**config.mk**
```make
export PLATFORM = sky130hd
export DESIGN_NAME = grid_activity_motor_map
export DESIGN_NICKNAME = d
export VERILOG_FILES = /design/src/hdl/gamm_pkg.sv /design/src/hdl/gamm_front.sv /design/src/hdl/gamm_queue.sv /design/src/hdl/gamm_back.sv /design/src/hdl/grid_activity_motor_map.sv
export SDC_FILE = /design/constraint.sdc
export NUM_CORES = 2
export LEC_CHECK = 0
export ABC_AREA = 1
export BUFFER_PORTS_ARGS = -buffer_cell sky130_fd_sc_hd__buf_4
export CORE_ASPECT_RATIO = 0.6
export CORE_MARGIN = 10
export CORE_UTILIZATION = 55
export DETAILED_ROUTE_END_ITERATION = 7
export HOLD_SLACK_MARGIN = 0.1
export PLACE_DENSITY = 0.79
export SLEW_MARGIN = 20
export SYNTH_ARGS = -nofsm -noshare
export SYNTH_HDL_FRONTEND = slang
export SYNTH_SLANG_ARGS = --single-unit
export TNS_END_PERCENT = 100
```
**constraint.sdc**
```tcl
create_clock -name clk -period 10.35 [get_ports clk]
set_clock_uncertainty 0.1 [all_clocks]
set_input_delay 1.035 -clock clk [delete_from_list [all_inputs] [get_ports clk]]
set_output_delay 1.035 -clock clk [all_outputs]
set_load 0.01 [all_outputs]
```
**src/hdl/gamm_pkg.sv**
```systemverilog
// Shared types, constants and width helpers for the grid activity motor map.
`default_nettype none

package gamm_pkg;

    localparam int CELL_BITS    = 16;
    localparam int DEF_MAX_EDGE = 16;
    localparam int SPEED_W      = 11;
    localparam int EDGE_CFG_W   = 5;
    localparam int CFG_DATA_W   = 11;
    localparam int OUT_W        = 20;
    localparam int SPEED_LIMIT  = 262144;
    localparam int MIN_EDGE     = 2;

    localparam logic MODE_QUADRANT = 1'b0;
    localparam logic MODE_PEAK     = 1'b1;

    localparam logic                  MODE_RESET  = MODE_PEAK;
    localparam logic [SPEED_W-1:0]    SPEED_RESET = 11'd255;
    localparam logic [EDGE_CFG_W-1:0] EDGE_RESET  = 5'd4;

    typedef enum logic [1:0] {
        REG_MAP_MODE    = 2'd0,
        REG_SPEED_MAX   = 2'd1,
        REG_EDGE_LENGTH = 2'd2
    } cfg_index_t;

    typedef struct packed {
        logic [CELL_BITS-1:0] cell_value;
        logic                 last_cell;
    } cell_item_t;

    typedef struct packed {
        logic signed [OUT_W-1:0] left_speed;
        logic signed [OUT_W-1:0] right_speed;
    } speed_item_t;

    function automatic int imax(input int a, input int b);
        return (a > b) ? a : b;
    endfunction

    // Side length and grid positions, up to and including the edge itself.
    function automatic int edge_w(input int me);
        return $clog2(me + 1);
    endfunction

    function automatic int cnt_w(input int me);
        return $clog2(me * me + 1);
    endfunction

    function automatic int psum_w(input int me);
        return $clog2(me * me * (me - 1) + 1);
    endfunction

    // A quadrant holds at most ceil(edge/2) squared cells.
    function automatic int qsum_w(input int me);
        return CELL_BITS + $clog2(((me + 1) >> 1) * ((me + 1) >> 1) + 1);
    endfunction

    function automatic int job_w(input int me);
        return 1 + SPEED_W + edge_w(me) + cnt_w(me) + 2 * psum_w(me) + 4 * qsum_w(me);
    endfunction

endpackage

`default_nettype wire

```
**src/hdl/gamm_front.sv**
```systemverilog
// Front end: walks the grid position and accumulates quadrant and peak sums per cell.
`default_nettype none

module gamm_front #(
    parameter int MAX_EDGE = gamm_pkg::DEF_MAX_EDGE
) (
    input  wire logic                                     clk,
    input  wire logic                                     rst_n,
    input  wire logic                                     take,
    input  wire gamm_pkg::cell_item_t                     item,
    input  wire logic [gamm_pkg::edge_w(MAX_EDGE)-1:0]    side,
    input  wire logic                                     map_mode,
    input  wire logic [gamm_pkg::SPEED_W-1:0]             speed_max,
    output logic                                          push,
    output logic [gamm_pkg::job_w(MAX_EDGE)-1:0]          job
);
    import gamm_pkg::*;

    localparam int EW = edge_w(MAX_EDGE);
    localparam int CW = cnt_w(MAX_EDGE);
    localparam int PW = psum_w(MAX_EDGE);
    localparam int QW = qsum_w(MAX_EDGE);

    logic [EW-1:0]        row_reg, row_next;
    logic [EW-1:0]        col_reg, col_next;
    logic [QW-1:0]        quad_reg [4];
    logic [QW-1:0]        quad_next [4];
    logic [CELL_BITS-1:0] peak_val_reg, peak_val_next;
    logic [PW-1:0]        peak_col_reg, peak_col_next;
    logic [PW-1:0]        peak_row_reg, peak_row_next;
    logic [CW-1:0]        peak_cnt_reg, peak_cnt_next;

    logic [EW:0]   side_inc;
    logic [EW:0]   col_inc;
    logic [EW-1:0] h1;
    logic [EW-1:0] h0;
    logic          top, bot, lft, rgt;

    always_comb
    begin
        side_inc = {1'b0, side} + 1'b1;
        h1       = side_inc[EW:1];
        h0       = side >> 1;
        col_inc  = {1'b0, col_reg} + 1'b1;
        top      = row_reg < h1;
        bot      = row_reg >= h0;
        lft      = col_reg < h1;
        rgt      = col_reg >= h0;

        row_next      = row_reg;
        col_next      = col_reg;
        quad_next     = quad_reg;
        peak_val_next = peak_val_reg;
        peak_col_next = peak_col_reg;
        peak_row_next = peak_row_reg;
        peak_cnt_next = peak_cnt_reg;

        // Cells past the grid are dropped; the position stops just past the last row.
        if (row_reg < side)
        begin
            if (col_reg < side)
            begin
                if (top && lft) quad_next[0] = quad_reg[0] + QW'(item.cell_value);
                if (top && rgt) quad_next[1] = quad_reg[1] + QW'(item.cell_value);
                if (bot && lft) quad_next[2] = quad_reg[2] + QW'(item.cell_value);
                if (bot && rgt) quad_next[3] = quad_reg[3] + QW'(item.cell_value);

                // A new maximum restarts the centroid sums.
                if (peak_cnt_reg == '0 || item.cell_value > peak_val_reg)
                begin
                    peak_val_next = item.cell_value;
                    peak_col_next = PW'(col_reg);
                    peak_row_next = PW'(row_reg);
                    peak_cnt_next = CW'(1);
                end
                else if (item.cell_value == peak_val_reg)
                begin
                    peak_col_next = peak_col_reg + PW'(col_reg);
                    peak_row_next = peak_row_reg + PW'(row_reg);
                    peak_cnt_next = peak_cnt_reg + 1'b1;
                end
            end
            if (col_inc >= {1'b0, side})
            begin
                col_next = '0;
                row_next = row_reg + 1'b1;
            end
            else
            begin
                col_next = col_inc[EW-1:0];
            end
        end
    end

    assign push = take && item.last_cell;
    assign job  = {map_mode, speed_max, side, peak_cnt_next, peak_col_next, peak_row_next,
                   quad_next[3], quad_next[2], quad_next[1], quad_next[0]};

    always_ff @(posedge clk or negedge rst_n)
    begin
        if (!rst_n)
        begin
            row_reg      <= '0;
            col_reg      <= '0;
            quad_reg     <= '{default: '0};
            peak_val_reg <= '0;
            peak_col_reg <= '0;
            peak_row_reg <= '0;
            peak_cnt_reg <= '0;
        end
        else if (take)
        begin
            if (item.last_cell)
            begin
                row_reg      <= '0;
                col_reg      <= '0;
                quad_reg     <= '{default: '0};
                peak_val_reg <= '0;
                peak_col_reg <= '0;
                peak_row_reg <= '0;
                peak_cnt_reg <= '0;
            end
            else
            begin
                row_reg      <= row_next;
                col_reg      <= col_next;
                quad_reg     <= quad_next;
                peak_val_reg <= peak_val_next;
                peak_col_reg <= peak_col_next;
                peak_row_reg <= peak_row_next;
                peak_cnt_reg <= peak_cnt_next;
            end
        end
    end

endmodule

`default_nettype wire

```
**src/hdl/gamm_queue.sv**
```systemverilog
// Two-entry queue that holds finished grid sums between the front and back ends.
`default_nettype none

module gamm_queue #(
    parameter int WIDTH = 1
) (
    input  wire logic             clk,
    input  wire logic             rst_n,
    input  wire logic             push,
    input  wire logic [WIDTH-1:0] wdata,
    input  wire logic             pop,
    output logic      [WIDTH-1:0] rdata,
    output logic                  full,
    output logic                  empty
);
    import gamm_pkg::*;

    localparam int DEPTH = 2;
    localparam int PTR_W = $clog2(DEPTH);
    localparam int CNT_W = $clog2(DEPTH + 1);

    logic [WIDTH-1:0] slot_reg [DEPTH];
    logic [PTR_W-1:0] wr_ptr_reg;
    logic [PTR_W-1:0] rd_ptr_reg;
    logic [CNT_W-1:0] count_reg;

    assign rdata = slot_reg[rd_ptr_reg];
    assign full  = count_reg == CNT_W'(DEPTH);
    assign empty = count_reg == '0;

    always_ff @(posedge clk)
    begin
        if (push)
        begin
            slot_reg[wr_ptr_reg] <= wdata;
        end
    end

    always_ff @(posedge clk or negedge rst_n)
    begin
        if (!rst_n)
        begin
            wr_ptr_reg <= '0;
            rd_ptr_reg <= '0;
            count_reg  <= '0;
        end
        else
        begin
            if (push) wr_ptr_reg <= wr_ptr_reg + 1'b1;
            if (pop)  rd_ptr_reg <= rd_ptr_reg + 1'b1;
            if (push && !pop)
                count_reg <= count_reg + 1'b1;
            else if (pop && !push)
                count_reg <= count_reg - 1'b1;
        end
    end

endmodule

`default_nettype wire

```
**src/hdl/gamm_back.sv**
```systemverilog
// Back end: turns one grid's sums into rounded, saturated wheel speeds with a shared divider.
`default_nettype none

module gamm_back #(
    parameter int MAX_EDGE = gamm_pkg::DEF_MAX_EDGE
) (
    input  wire logic                                 clk,
    input  wire logic                                 rst_n,
    input  wire logic                                 job_ready,
    input  wire logic [gamm_pkg::job_w(MAX_EDGE)-1:0] job,
    output logic                                      pop,
    output logic                                      result_valid,
    output gamm_pkg::speed_item_t                     result
);
    import gamm_pkg::*;

    localparam int EW       = edge_w(MAX_EDGE);
    localparam int CW       = cnt_w(MAX_EDGE);
    localparam int PW       = psum_w(MAX_EDGE);
    localparam int QW       = qsum_w(MAX_EDGE);
    localparam int OP_W     = imax(CW, EW);
    localparam int MAG_W    = imax(QW, PW + 1);
    localparam int PROD_W   = MAG_W + SPEED_W;
    localparam int DEN_W    = imax(2 * EW, CW + EW);
    localparam int QBIAS_SH = CELL_BITS - 10;
    localparam int QDIV_SH  = CELL_BITS - 9;
    localparam int PEAK_SH  = 9;
    localparam int DVD_W    = imax(imax(PROD_W, DEN_W + QBIAS_SH) + 1,
                                   imax(PROD_W + PEAK_SH, DEN_W) + 1);
    localparam int DVS_W    = imax(DEN_W + QDIV_SH, DEN_W + 1);
    localparam int ITER_W   = $clog2(DVD_W + 1);

    localparam logic signed [OUT_W-1:0] SPEED_HI = OUT_W'(SPEED_LIMIT);
    localparam logic signed [OUT_W-1:0] SPEED_LO = -SPEED_HI;

    typedef enum logic [2:0] {
        ST_IDLE,
        ST_PREP,
        ST_MUL,
        ST_LOAD,
        ST_DIV,
        ST_STORE
    } state_t;

    state_t               state_reg;
    logic                 mode_reg;
    logic [SPEED_W-1:0]   speed_reg;
    logic [EW-1:0]        side_reg;
    logic [CW-1:0]        cnt_reg;
    logic [PW-1:0]        sx_reg;
    logic [PW-1:0]        sy_reg;
    logic [QW-1:0]        quad_reg [4];
    logic [DEN_W-1:0]     den_reg;
    logic [PROD_W-1:0]    prod_reg;
    logic                 neg_reg;
    logic                 half_reg;
    logic [DVD_W-1:0]     dvd_reg;
    logic [DVS_W-1:0]     dvs_reg;
    logic [DVS_W-1:0]     rem_reg;
    logic [ITER_W-1:0]    iter_reg;
    logic signed [OUT_W-1:0] left_reg;
    speed_item_t          result_reg;
    logic                 result_valid_reg;

    logic [EW-1:0]        side_less;
    logic [OP_W-1:0]      opa, opb;
    logic [DEN_W-1:0]     den_next;
    logic [MAG_W-1:0]     a_val, b_val, mag;
    logic                 neg;
    logic [PROD_W-1:0]    prod;
    logic [DVD_W-1:0]     dvd_load;
    logic [DVS_W-1:0]     dvs_load;
    logic [DVS_W:0]       rem_sh;
    logic [DVS_W:0]       diff;
    logic                 ge;
    logic [OUT_W-1:0]     sat;
    logic signed [OUT_W-1:0] speed_val;

    always_comb
    begin
        side_less = side_reg - 1'b1;

        // Quadrant mode divides by L*L, peak mode by n*(L-1).
        if (mode_reg == MODE_PEAK)
        begin
            opa = OP_W'(cnt_reg);
            opb = OP_W'(side_less);
        end
        else
        begin
            opa = OP_W'(side_reg);
            opb = OP_W'(side_reg);
        end
        den_next = DEN_W'(opa) * DEN_W'(opb);

        if (mode_reg == MODE_PEAK)
        begin
            if (!half_reg)
            begin
                a_val = MAG_W'(sx_reg);
                b_val = MAG_W'(sy_reg);
            end
            else
            begin
                a_val = MAG_W'(den_reg);
                b_val = MAG_W'(sx_reg) + MAG_W'(sy_reg);
            end
        end
        else
        begin
            a_val = MAG_W'(half_reg ? quad_reg[1] : quad_reg[0]);
            b_val = MAG_W'(half_reg ? quad_reg[3] : quad_reg[2]);
        end
        neg  = b_val > a_val;
        mag  = neg ? (b_val - a_val) : (a_val - b_val);
        prod = PROD_W'(mag) * PROD_W'(speed_reg);

        // Round to nearest is folded into the dividend as half the divisor.
        if (mode_reg == MODE_PEAK)
        begin
            dvd_load = (DVD_W'(prod_reg) << PEAK_SH) + DVD_W'(den_reg);
            dvs_load = DVS_W'(den_reg) << 1;
        end
        else
        begin
            dvd_load = DVD_W'(prod_reg) + (DVD_W'(den_reg) << QBIAS_SH);
            dvs_load = DVS_W'(den_reg) << QDIV_SH;
        end

        rem_sh = {rem_reg, dvd_reg[DVD_W-1]};
        diff   = rem_sh - {1'b0, dvs_reg};
        ge     = rem_sh >= {1'b0, dvs_reg};

        sat       = (dvd_reg > DVD_W'(SPEED_LIMIT)) ? OUT_W'(SPEED_LIMIT) : OUT_W'(dvd_reg);
        speed_val = neg_reg ? -$signed(sat) : $signed(sat);
    end

    assign pop          = (state_reg == ST_IDLE) && job_ready;
    assign result_valid = result_valid_reg;
    assign result       = result_reg;

    always_ff @(posedge clk or negedge rst_n)
    begin
        if (!rst_n)
        begin
            state_reg        <= ST_IDLE;
            mode_reg         <= 1'b0;
            speed_reg        <= '0;
            side_reg         <= '0;
            cnt_reg          <= '0;
            sx_reg           <= '0;
            sy_reg           <= '0;
            quad_reg         <= '{default: '0};
            den_reg          <= '0;
            prod_reg         <= '0;
            neg_reg          <= 1'b0;
            half_reg         <= 1'b0;
            dvd_reg          <= '0;
            dvs_reg          <= '0;
            rem_reg          <= '0;
            iter_reg         <= '0;
            left_reg         <= '0;
            result_reg       <= '0;
            result_valid_reg <= 1'b0;
        end
        else
        begin
            result_valid_reg <= 1'b0;
            unique case (state_reg)
                ST_IDLE:
                begin
                    if (job_ready)
                    begin
                        {mode_reg, speed_reg, side_reg, cnt_reg, sx_reg, sy_reg,
                         quad_reg[3], quad_reg[2], quad_reg[1], quad_reg[0]} <= job;
                        state_reg <= ST_PREP;
                    end
                end
                ST_PREP:
                begin
                    den_reg  <= den_next;
                    half_reg <= 1'b0;
                    // A grid with no accepted cell has no peak: both speeds are zero.
                    if (mode_reg == MODE_PEAK && cnt_reg == '0)
                    begin
                        result_reg       <= '0;
                        result_valid_reg <= 1'b1;
                        state_reg        <= ST_IDLE;
                    end
                    else
                    begin
                        state_reg <= ST_MUL;
                    end
                end
                ST_MUL:
                begin
                    prod_reg  <= prod;
                    neg_reg   <= neg;
                    state_reg <= ST_LOAD;
                end
                ST_LOAD:
                begin
                    dvd_reg   <= dvd_load;
                    dvs_reg   <= dvs_load;
                    rem_reg   <= '0;
                    iter_reg  <= '0;
                    state_reg <= ST_DIV;
                end
                ST_DIV:
                begin
                    rem_reg  <= ge ? diff[DVS_W-1:0] : rem_sh[DVS_W-1:0];
                    dvd_reg  <= {dvd_reg[DVD_W-2:0], ge};
                    iter_reg <= iter_reg + 1'b1;
                    if (iter_reg == ITER_W'(DVD_W - 1))
                    begin
                        state_reg <= ST_STORE;
                    end
                end
                ST_STORE:
                begin
                    if (!half_reg)
                    begin
                        left_reg  <= speed_val;
                        half_reg  <= 1'b1;
                        state_reg <= ST_MUL;
                    end
                    else
                    begin
                        result_reg.left_speed  <= left_reg;
                        result_reg.right_speed <= speed_val;
                        result_valid_reg       <= 1'b1;
                        state_reg              <= ST_IDLE;
                    end
                end
                default:
                begin
                    state_reg <= ST_IDLE;
                end
            endcase
        end
    end

    a_single_strobe: assert property (@(posedge clk) disable iff (!rst_n)
        result_valid_reg |=> !result_valid_reg)
        else $error("result strobe held for more than one cycle");

    a_rem_below_divisor: assert property (@(posedge clk) disable iff (!rst_n)
        (state_reg == ST_DIV) |-> (rem_reg < dvs_reg))
        else $error("divider remainder not below divisor");

    a_speed_saturated: assert property (@(posedge clk) disable iff (!rst_n)
        result_valid_reg |-> (result_reg.left_speed <= SPEED_HI)
                          && (result_reg.left_speed >= SPEED_LO)
                          && (result_reg.right_speed <= SPEED_HI)
                          && (result_reg.right_speed >= SPEED_LO))
        else $error("wheel speed outside saturation range");

endmodule

`default_nettype wire

```
**src/hdl/grid_activity_motor_map.sv**
```systemverilog
// Top level: configuration registers, grid accumulator, sum queue and speed divider.
// Cells are taken one per cycle while busy is low; busy rises only when two finished
// grids wait in the queue. Each result comes from two passes of the one-bit-per-cycle
// restoring divider in the back end.
// The receiver cannot stall; each result is shown for exactly one cycle.
// Reset is asynchronous: registers go to peak mode, speed 255, edge 4, sums clear.
`default_nettype none

module grid_activity_motor_map #(
    parameter int MAX_EDGE = gamm_pkg::DEF_MAX_EDGE
) (
    input  wire logic                              clk,
    input  wire logic                              rst_n,
    input  wire logic                              start,
    output logic                                   busy,
    input  wire gamm_pkg::cell_item_t              item,
    output logic                                   result_valid,
    output gamm_pkg::speed_item_t                  result,
    input  wire logic                              cfg_valid,
    output logic                                   cfg_ready,
    input  wire gamm_pkg::cfg_index_t              cfg_index,
    input  wire logic [gamm_pkg::CFG_DATA_W-1:0]   cfg_data
);
    import gamm_pkg::*;

    localparam int EW    = edge_w(MAX_EDGE);
    localparam int JOB_W = job_w(MAX_EDGE);

    logic                  map_mode_reg;
    logic [SPEED_W-1:0]    speed_max_reg;
    logic [EDGE_CFG_W-1:0] edge_length_reg;

    logic [EW-1:0]    side;
    logic             take;
    logic             push;
    logic [JOB_W-1:0] job_in;
    logic [JOB_W-1:0] job_out;
    logic             pop;
    logic             q_full;
    logic             q_empty;

    assign cfg_ready = 1'b1;

    always_ff @(posedge clk or negedge rst_n)
    begin
        if (!rst_n)
        begin
            map_mode_reg    <= MODE_RESET;
            speed_max_reg   <= SPEED_RESET;
            edge_length_reg <= EDGE_RESET;
        end
        else if (cfg_valid && cfg_ready)
        begin
            unique case (cfg_index)
                REG_MAP_MODE:    map_mode_reg    <= cfg_data[0];
                REG_SPEED_MAX:   speed_max_reg   <= cfg_data[SPEED_W-1:0];
                REG_EDGE_LENGTH: edge_length_reg <= cfg_data[EDGE_CFG_W-1:0];
                default:         ;
            endcase
        end
    end

    // Side length clamped into the supported range.
    always_comb
    begin
        if (edge_length_reg < EDGE_CFG_W'(MIN_EDGE))
            side = EW'(MIN_EDGE);
        else if (int'(edge_length_reg) > MAX_EDGE)
            side = EW'(MAX_EDGE);
        else
            side = EW'(edge_length_reg);
    end

    assign busy = q_full;
    assign take = start && !q_full;

    gamm_front #(
        .MAX_EDGE (MAX_EDGE)
    ) u_front (
        .clk       (clk),
        .rst_n     (rst_n),
        .take      (take),
        .item      (item),
        .side      (side),
        .map_mode  (map_mode_reg),
        .speed_max (speed_max_reg),
        .push      (push),
        .job       (job_in)
    );

    gamm_queue #(
        .WIDTH (JOB_W)
    ) u_queue (
        .clk   (clk),
        .rst_n (rst_n),
        .push  (push),
        .wdata (job_in),
        .pop   (pop),
        .rdata (job_out),
        .full  (q_full),
        .empty (q_empty)
    );

    gamm_back #(
        .MAX_EDGE (MAX_EDGE)
    ) u_back (
        .clk          (clk),
        .rst_n        (rst_n),
        .job_ready    (!q_empty),
        .job          (job_out),
        .pop          (pop),
        .result_valid (result_valid),
        .result       (result)
    );

endmodule

`default_nettype wire
```
=== Yosys cells after proc, flatten, opt, wreduce, memory -nomap -nowiden ===
Memories as Yosys holds them, arrays and structs flattened. A register that Yosys moved wholly into a read port is not among the register bits.
Index checks and enable logic that the tools add are counted.

* Output and inout port bits: 43
* Word-level logic and storage cells: 189
* Memory bits (writable): 284
* Bits in registers: 378
* Memories: 1

* $add $sub $neg: 23
* Reductions and logical operators: 38
* Bitwise logic cells: 2
* Magnitude comparators: 13
* Muxes and demuxes: 67
* Multiply operators: 2
* Equal/unequal tests: 14

{| class="wikitable"
|+ Memories
! memory !! words !! width !! rd ports !! clocked after memory_dff !! wr ports !! line !! source
|-
| u_queue.slot_reg || 2 || 142 || 1 || 1 || 1 || gamm_queue.sv:22 || <nowiki>logic [WIDTH-1:0] slot_reg [DEPTH];</nowiki>
|}

{| class="wikitable"
|+ Operators by type and width
! kind !! number
|-
| 92-bit two-way mux || 3
|-
| 23-bit two-way mux || 10
|-
| 12-bit two-way mux || 10
|-
| 23-bit by 16-bit adder with 23-bit output || 4
|-
| 44-bit case mux with 2 select lines || 1
|-
| 40-bit two-way mux || 2
|-
| 40-bit case mux with 2 select lines || 1
|-
| 16-bit two-way mux || 4
|-
| 9-bit two-way mux || 6
|-
| 23-bit subtractor || 2
|-
| 5-bit two-way mux || 9
|-
| 43-bit by 14-bit adder with 44-bit output || 1
|-
| 44-bit by 19-bit greater-than comparator with 1-bit output (second input constant) || 1
|-
| 44-bit two-way mux || 1
|-
| 21-bit two-way mux || 2
|-
| 21-bit case mux with 2 select lines || 1
|-
| 20-bit two-way mux || 2
|-
| 34-bit by 20-bit adder with 35-bit output || 1
|-
| 23-bit by 11-bit multiplier with 34-bit output || 1
|-
| 12-bit by 5-bit adder with 12-bit output || 2
|-
| 23-bit greater-than comparator || 1
|-
| 22-bit by 21-bit greater-or-equal comparator with 1-bit output || 1
|-
| 21-bit subtractor || 1
|-
| 5-bit less-than comparator || 4
|-
| 43 further kinds || 88
|}

=== Longest topological paths before layout ===
* Word-level depth: 10
* Mapped depth: 49
* Depth with buffers taken out: 48

=== Cells and area by module ===
A second synthesis with hierarchy kept.

* Cell total of the unflattened synthesis: 6703
* Area total of the unflattened synthesis: 55894.9 um2

{| class="wikitable"
|+ By module, submodules not included
! module !! cells an instance !! area each (um2) !! times used !! sequential area each (um2)
|-
| gamm_back || 4072 || 30471.7 || 1 || 8683.3
|-
| gamm_front || 2076 || 13885.8 || 1 || 3778.6
|-
| gamm_queue || 467 || 10732.8 || 1 || 8628.3
|-
| grid_activity_motor_map || 88 || 804.5 || 1 || 437.9
|}

=== Least setup slack after synthesis ===
OpenSTA, ideal clock, no wires.

* Path type: input-to-reg
* Start: in start
* End: mem u_queue.slot_reg[0][0] (netlist bit) (enable)
* Path slack: 2197 ps
* Stages: 4
* Setup time: 645 ps
* Required time: 9605 ps
* Data arrival time: 7408 ps
* Buffers on the path: 0
* Path through: o21ai_1 -> nor2_1 -> inv_1 -> nor2_1

* Longest elaborated chain between the ends: 4

{| class="wikitable"
|+ RTL lines
! what !! line !! source
|-
| from (decl) || grid_activity_motor_map.sv:14 || <nowiki>input wire logic start,</nowiki>
|-
| 1-bit logical AND || grid_activity_motor_map.sv:75 || <nowiki>assign take = start && !q_full;</nowiki>
|-
| 1-bit logical AND || gamm_front.sv:95 || <nowiki>assign push = take && item.last_cell;</nowiki>
|-
| net push || grid_activity_motor_map.sv:35 || <nowiki>logic push;</nowiki>
|-
| 1-bit two-way mux || gamm_queue.sv:33 || <nowiki>if (push)</nowiki>
|-
| 1-bit two-way mux (not written as such) || gamm_queue.sv:35 || <nowiki>slot_reg[wr_ptr_reg] <= wdata;</nowiki>
|-
| to (decl) || gamm_queue.sv:22 ||
|}

The timed path passes the listed nets, and every way through them passes these cells.

=== Worst setup path after layout ===
* Start: reg u_back.sy_reg[2]
* End: reg u_back.prod_reg[32]

* Longest elaborated chain between the ends: 6

{| class="wikitable"
|+ RTL lines
! what !! line !! source
|-
| from (decl) || gamm_back.sv:51 || <nowiki>logic [PW-1:0] sy_reg;</nowiki>
|-
| from (signal assigned) || gamm_back.sv:152 || <nowiki>sy_reg <= '0;</nowiki>
|-
| 12-bit by 12-bit adder with 13-bit output || gamm_back.sv:106 || <nowiki>b_val = MAG_W'(sx_reg) + MAG_W'(sy_reg);</nowiki>
|-
| 23-bit two-way mux (*) || gamm_back.sv:98 || <nowiki>if (!half_reg)</nowiki>
|-
| 23-bit two-way mux (*) || gamm_back.sv:96 || <nowiki>if (mode_reg == MODE_PEAK)</nowiki>
|-
| 23-bit subtractor / 23-bit greater-than comparator (equally long branches) || gamm_back.sv:115, gamm_back.sv:114 ||
|-
| 23-bit two-way mux (*) || gamm_back.sv:115 || <nowiki>mag = neg ? (b_val - a_val) : (a_val - b_val);</nowiki>
|-
| 23-bit by 11-bit multiplier with 34-bit output (*) || gamm_back.sv:116 || <nowiki>prod = PROD_W'(mag) * PROD_W'(speed_reg);</nowiki>
|-
| to (signal assigned) || gamm_back.sv:197 || <nowiki>prod_reg <= prod;</nowiki>
|-
| to (decl) || gamm_back.sv:54 || <nowiki>logic [PROD_W-1:0] prod_reg;</nowiki>
|}

Mark *: on every way between the ends. The rest lies on a longest branch, timed or not.
A chain may end at the register's enable or synchronous reset.

==> impl.org <==
** Critical path
- The worst setup path is captured at a register.
- CP Max Fanout :: 8
- Worst Path Class, Setup :: register to register
- For this run, the slowest stage of the critical path takes 0.55 ns.
- Slowest cell on the critical path :: sky130_fd_sc_hd__fa_1
- Data required time at the worst endpoint :: 10.79 ns
- Critical Path AT :: 10.24 ns
- Critical Path Start Type :: register

** Power
- Combinational cells account for 26.1% of the total power.
- Switching component of the power :: 3.35 mW
- Net switching share of the total power :: 35.1%
- Post-layout power :: 9.55 mW
- Int Pwr :: 6.19 mW
- The clock network is responsible for 31.5% of the overall power.
- Summed over all cells, the static leakage comes to 27.8 nW.
- VDD sags by at most 0.118 mV.
- In this run the power density over the cells is 165 nW/um2.
- Registers are responsible for 42.4% of the overall power.

** Logic synthesis
- Summed instance area of the synthesized netlist :: 53500 um2
- Largest cells by area after synthesis :: sky130_fd_sc_hd__dfrtp_1 (24%), sky130_fd_sc_hd__edfxtp_1 (16%), sky130_fd_sc_hd__fa_1 (8.3%)
- Synthesis produced 6309 cells.
- Mean instance size in the synthesized netlist :: 8.48 um2
- Count of flip-flops with a built-in enable after synthesis :: 284
- Count of yosys warnings during synthesis :: 0
- Sequential elements use 40.2% of the synthesized area.
- Asr flop ratio synth :: 64.6%
- For this run, the leading register cell type out of synthesis is sky130_fd_sc_hd__dfrtp_1.
- After synthesis, the largest area contributor takes up 23.8% of total cell area.
- The synthesized design contains 803 register bits.
- Distinct cell type count of the synthesized netlist :: 73
- Biggest area consumer among synthesized cells :: sky130_fd_sc_hd__dfrtp_1

** Route
- For this run, design rule violations remaining after detail routing come to 0.
- Dividing the detail-routed via count by the number of cells gives 5.89.
- Pre-antenna DRT Iters :: 6
- After the first detailed-routing iteration, the DRC count stood at 5787.
- In the final routed layout, each cell accounts on average for 21.2 um.
- The count of nets left with antenna violations once routing finished came out at 0.
- Vias after detailed routing :: 45100
- Aggregate routed wire length :: 162000 um

** Global routing
- Tot GR Track Use :: 28.9%
- Largest net degree at the start of global routing :: 168
- Antenna violations before repair :: 3
- The first global-routing pass estimated 251000 um of wire.
- For this run the aggregate overflow at the end of global routing stands at 0.
- Vias in the first global route :: 43000

** Place
- The wire-length estimate of the detail-placed layout is 121000 um.
- At the end of routability-driven placement, the weighted congestion stood at 1.00.
- Port bufs :: 75

** Floorplanning
- Die Y :: 262 um
- Die area :: 111000 um2
- For this configuration, the core starts out at a cell density of 55.5%.
- Die width :: 423 um
- Core footprint :: 96300 um2
- Num ports :: 77
- Number of core rows :: 88

** CTS
- Clock slew at reported path FFs :: 0.07 ns
- For this design, the sink count on the clock tree is 803.
- At the later pin of the worst-skew pair, clock insertion delay measures 0.70 ns.
- Inserted Clock Buffers :: 78
- Longest Clk Path Bufs :: 3
- TritonCTS built the clock tree.
- CTS built an H-tree with a depth of 3.
- Quantity of hold-fixing buffers added after cts :: 0
- Buffers added to address setup during post-CTS repair amount to 0.
- Root buffer cell :: sky130_fd_sc_hd__clkbuf_16
- In this run, post-CTS repair resized a total of 0 instances.

** Layout
- Number of flip-flops under the largest register name :: 284
- Syn-to-layout area delta :: 8.37%
- Area occupied by multi-input gates :: 27800 um2
- The post-route netlist has 6.34% of its cells at a drive strength greater than 1.
- Register cell area after layout :: 21500 um2
- At the end of the flow, the number of nets in the layout was 6865.
- Fill cells in the final layout number 8218.

** STA
- Period utilisation layout :: 94.8%
- Final-report hold violation count :: 0
- Setup violators final :: 0
- The number of max-slew violations in the final report is 0.
- Derived from the worst setup path, the maximum achievable clock frequency is 102 MHz.
- RSZ-0062 raised after global routing :: no
- Worst slew margin relative to its limit :: 16.5%
- Slew at the pin closest to its max-slew limit :: 1.24 ns
- Final sum of negative setup slack :: 0 ns
- After layout, the minimum clock period comes to 9.81 ns.

** Status
- Result of the run :: complete, no violations

** Run
- The tool flagged a number of max-cap violations equal to 0.

** Worst hold path
- The tightest min-delay check is of the input pin to asynchronous set/reset pin type.
## final cells by class
cell class / instances / area share, %
clock buffer: 104 / 3.76
multi-input combinational: 4403 / 48.0
timing repair buffer: 126 / 1.73
inverter: 881 / 5.72
tap: 1305 / 2.82
antenna: 1 / 0.00431
clock inverter: 40 / 0.839
sequential: 803 / 37.1
## critical path, delay by kind of cell, from the launching register on
family	cells	cell delay (ns)
fa+ha+maj	8	3.84
compound gates	16	3.41
simple gates	10	1.39
flops	1	0.41
buf+inv	5	0.29
xor+xnor	1	0.22
## layer usage
layer	track usage, %	wire, um	vias to the layer above
li1	-	-	20900
met1	42.9	73100	21700
met2	37.8	60800	2353
met3	13.5	25000	208
met4	6.26	3220	0
met5	0	0	-
## kinds of logic after synthesis
| logic type | Yosys count | synth area share [%] |
|---|---|---|
| AOI/OAI and AO/OA | 1163 | 13.1 |
| adders and majority gates | 538 | 15.7 |
| and+or+nand+nor | 2481 | 19.6 |
| DFF | 803 | 40.2 |
| xor gates and xnor gates | 212 | 3.47 |
| muxes | 6 | 0.126 |
| other | 1 | 0.00701 |
| buffers and inverters | 1105 | 7.87 |
## power groups by stage
stage / sequential, mW / clock, mW / combinational (mW)
global route: 4.07 / 3.16 / 2.75
CTS: 4.04 / 3.02 / 2.42
finish: 4.05 / 3.01 / 2.50
global placement: 4.08 / 0 / 2.29
detailed placement: 4.09 / 0 / 2.39
floorplan: 4.07 / 0 / 1.61
## metrics by stage
stage / hold WS [ns] / instance area, um2 / util [%] / std cells / setup WS, ns
after floorplan: 0.337 / 53500 / - / 6311 / 2.20
after global placement: 0.350 / 55300 / 57.4 / 7518 / 0.870
after global routing: 0.254 / 58000 / 60.2 / 7662 / 0.0334
after CTS: 0.248 / 58000 / 60.2 / 7662 / 0.730
after detailed placement: 0.361 / 55300 / 57.4 / 7518 / 0.775
final: 0.188 / 58000 / 60.2 / 7663 / 0.542
## cell usage after synthesis, types with 31 or more instances
cell type                     n
sky130_fd_sc_hd__o211ai_1    37
sky130_fd_sc_hd__nand2_1   1162
sky130_fd_sc_hd__o21ai_0    390
sky130_fd_sc_hd__edfxtp_1   284
sky130_fd_sc_hd__nor2_1     720
sky130_fd_sc_hd__inv_1      862
sky130_fd_sc_hd__o31ai_1    159
sky130_fd_sc_hd__xor2_1     165
sky130_fd_sc_hd__ha_1       317
sky130_fd_sc_hd__nand2_2     39
sky130_fd_sc_hd__a21oi_1    302
sky130_fd_sc_hd__or2_2       31
sky130_fd_sc_hd__nand3_1    340
sky130_fd_sc_hd__nand4_1     49
sky130_fd_sc_hd__clkbuf_1   187
sky130_fd_sc_hd__fa_1       221
sky130_fd_sc_hd__o22ai_1     80
sky130_fd_sc_hd__xnor2_1     47
sky130_fd_sc_hd__dfrtp_1    509
sky130_fd_sc_hd__nor3_1      68
## layout by cell type, fill, tap and decap left out, types with 11 or more instances in the layout
master,count
sky130_fd_sc_hd__clkinv_2,15
sky130_fd_sc_hd__clkbuf_16,79
sky130_fd_sc_hd__nor2_1,714
sky130_fd_sc_hd__xnor2_1,47
sky130_fd_sc_hd__inv_2,11
sky130_fd_sc_hd__nand2_2,39
sky130_fd_sc_hd__clkbuf_8,11
sky130_fd_sc_hd__dfrtp_1,506
sky130_fd_sc_hd__o21ai_1,19
sky130_fd_sc_hd__clkbuf_1,14
sky130_fd_sc_hd__or2_2,31
sky130_fd_sc_hd__a21boi_0,11
sky130_fd_sc_hd__a21o_1,18
sky130_fd_sc_hd__a22o_1,26
sky130_fd_sc_hd__o21a_1,12
sky130_fd_sc_hd__fa_1,221
sky130_fd_sc_hd__o221ai_1,21
sky130_fd_sc_hd__o31ai_1,159
sky130_fd_sc_hd__nand2_4,22
sky130_fd_sc_hd__edfxtp_1,284
sky130_fd_sc_hd__inv_1,861
sky130_fd_sc_hd__o211ai_1,37
sky130_fd_sc_hd__xor2_1,165
sky130_fd_sc_hd__o21ai_0,390
sky130_fd_sc_hd__nor3_1,68
sky130_fd_sc_hd__a32oi_1,20
sky130_fd_sc_hd__nand3_1,339
sky130_fd_sc_hd__nand2_1,1162
sky130_fd_sc_hd__buf_4,121
sky130_fd_sc_hd__ha_1,317
sky130_fd_sc_hd__a31oi_1,12
sky130_fd_sc_hd__o22ai_1,80
sky130_fd_sc_hd__nand4_1,49
sky130_fd_sc_hd__a21oi_1,302
sky130_fd_sc_hd__nor4_1,19
## final timing paths
kind	startpoint	to	slack, ns	depth (start not counted)
max in group asynchronous	rst_n	u_back.den_reg[4]	7.74	3
min in group clk	speed_max_reg[9]	u_queue.slot_reg[1][139]	0.37	0
max reg2reg	u_back.sy_reg[2]	u_back.prod_reg[32]	0.54	40
min reg2reg	speed_max_reg[9]	u_queue.slot_reg[1][139]	0.37	0
max	u_back.sy_reg[2]	u_back.prod_reg[32]	0.54	40
min	rst_n	u_back.quad_reg[23]	0.19	1
(Power assumes the default switching activity.)
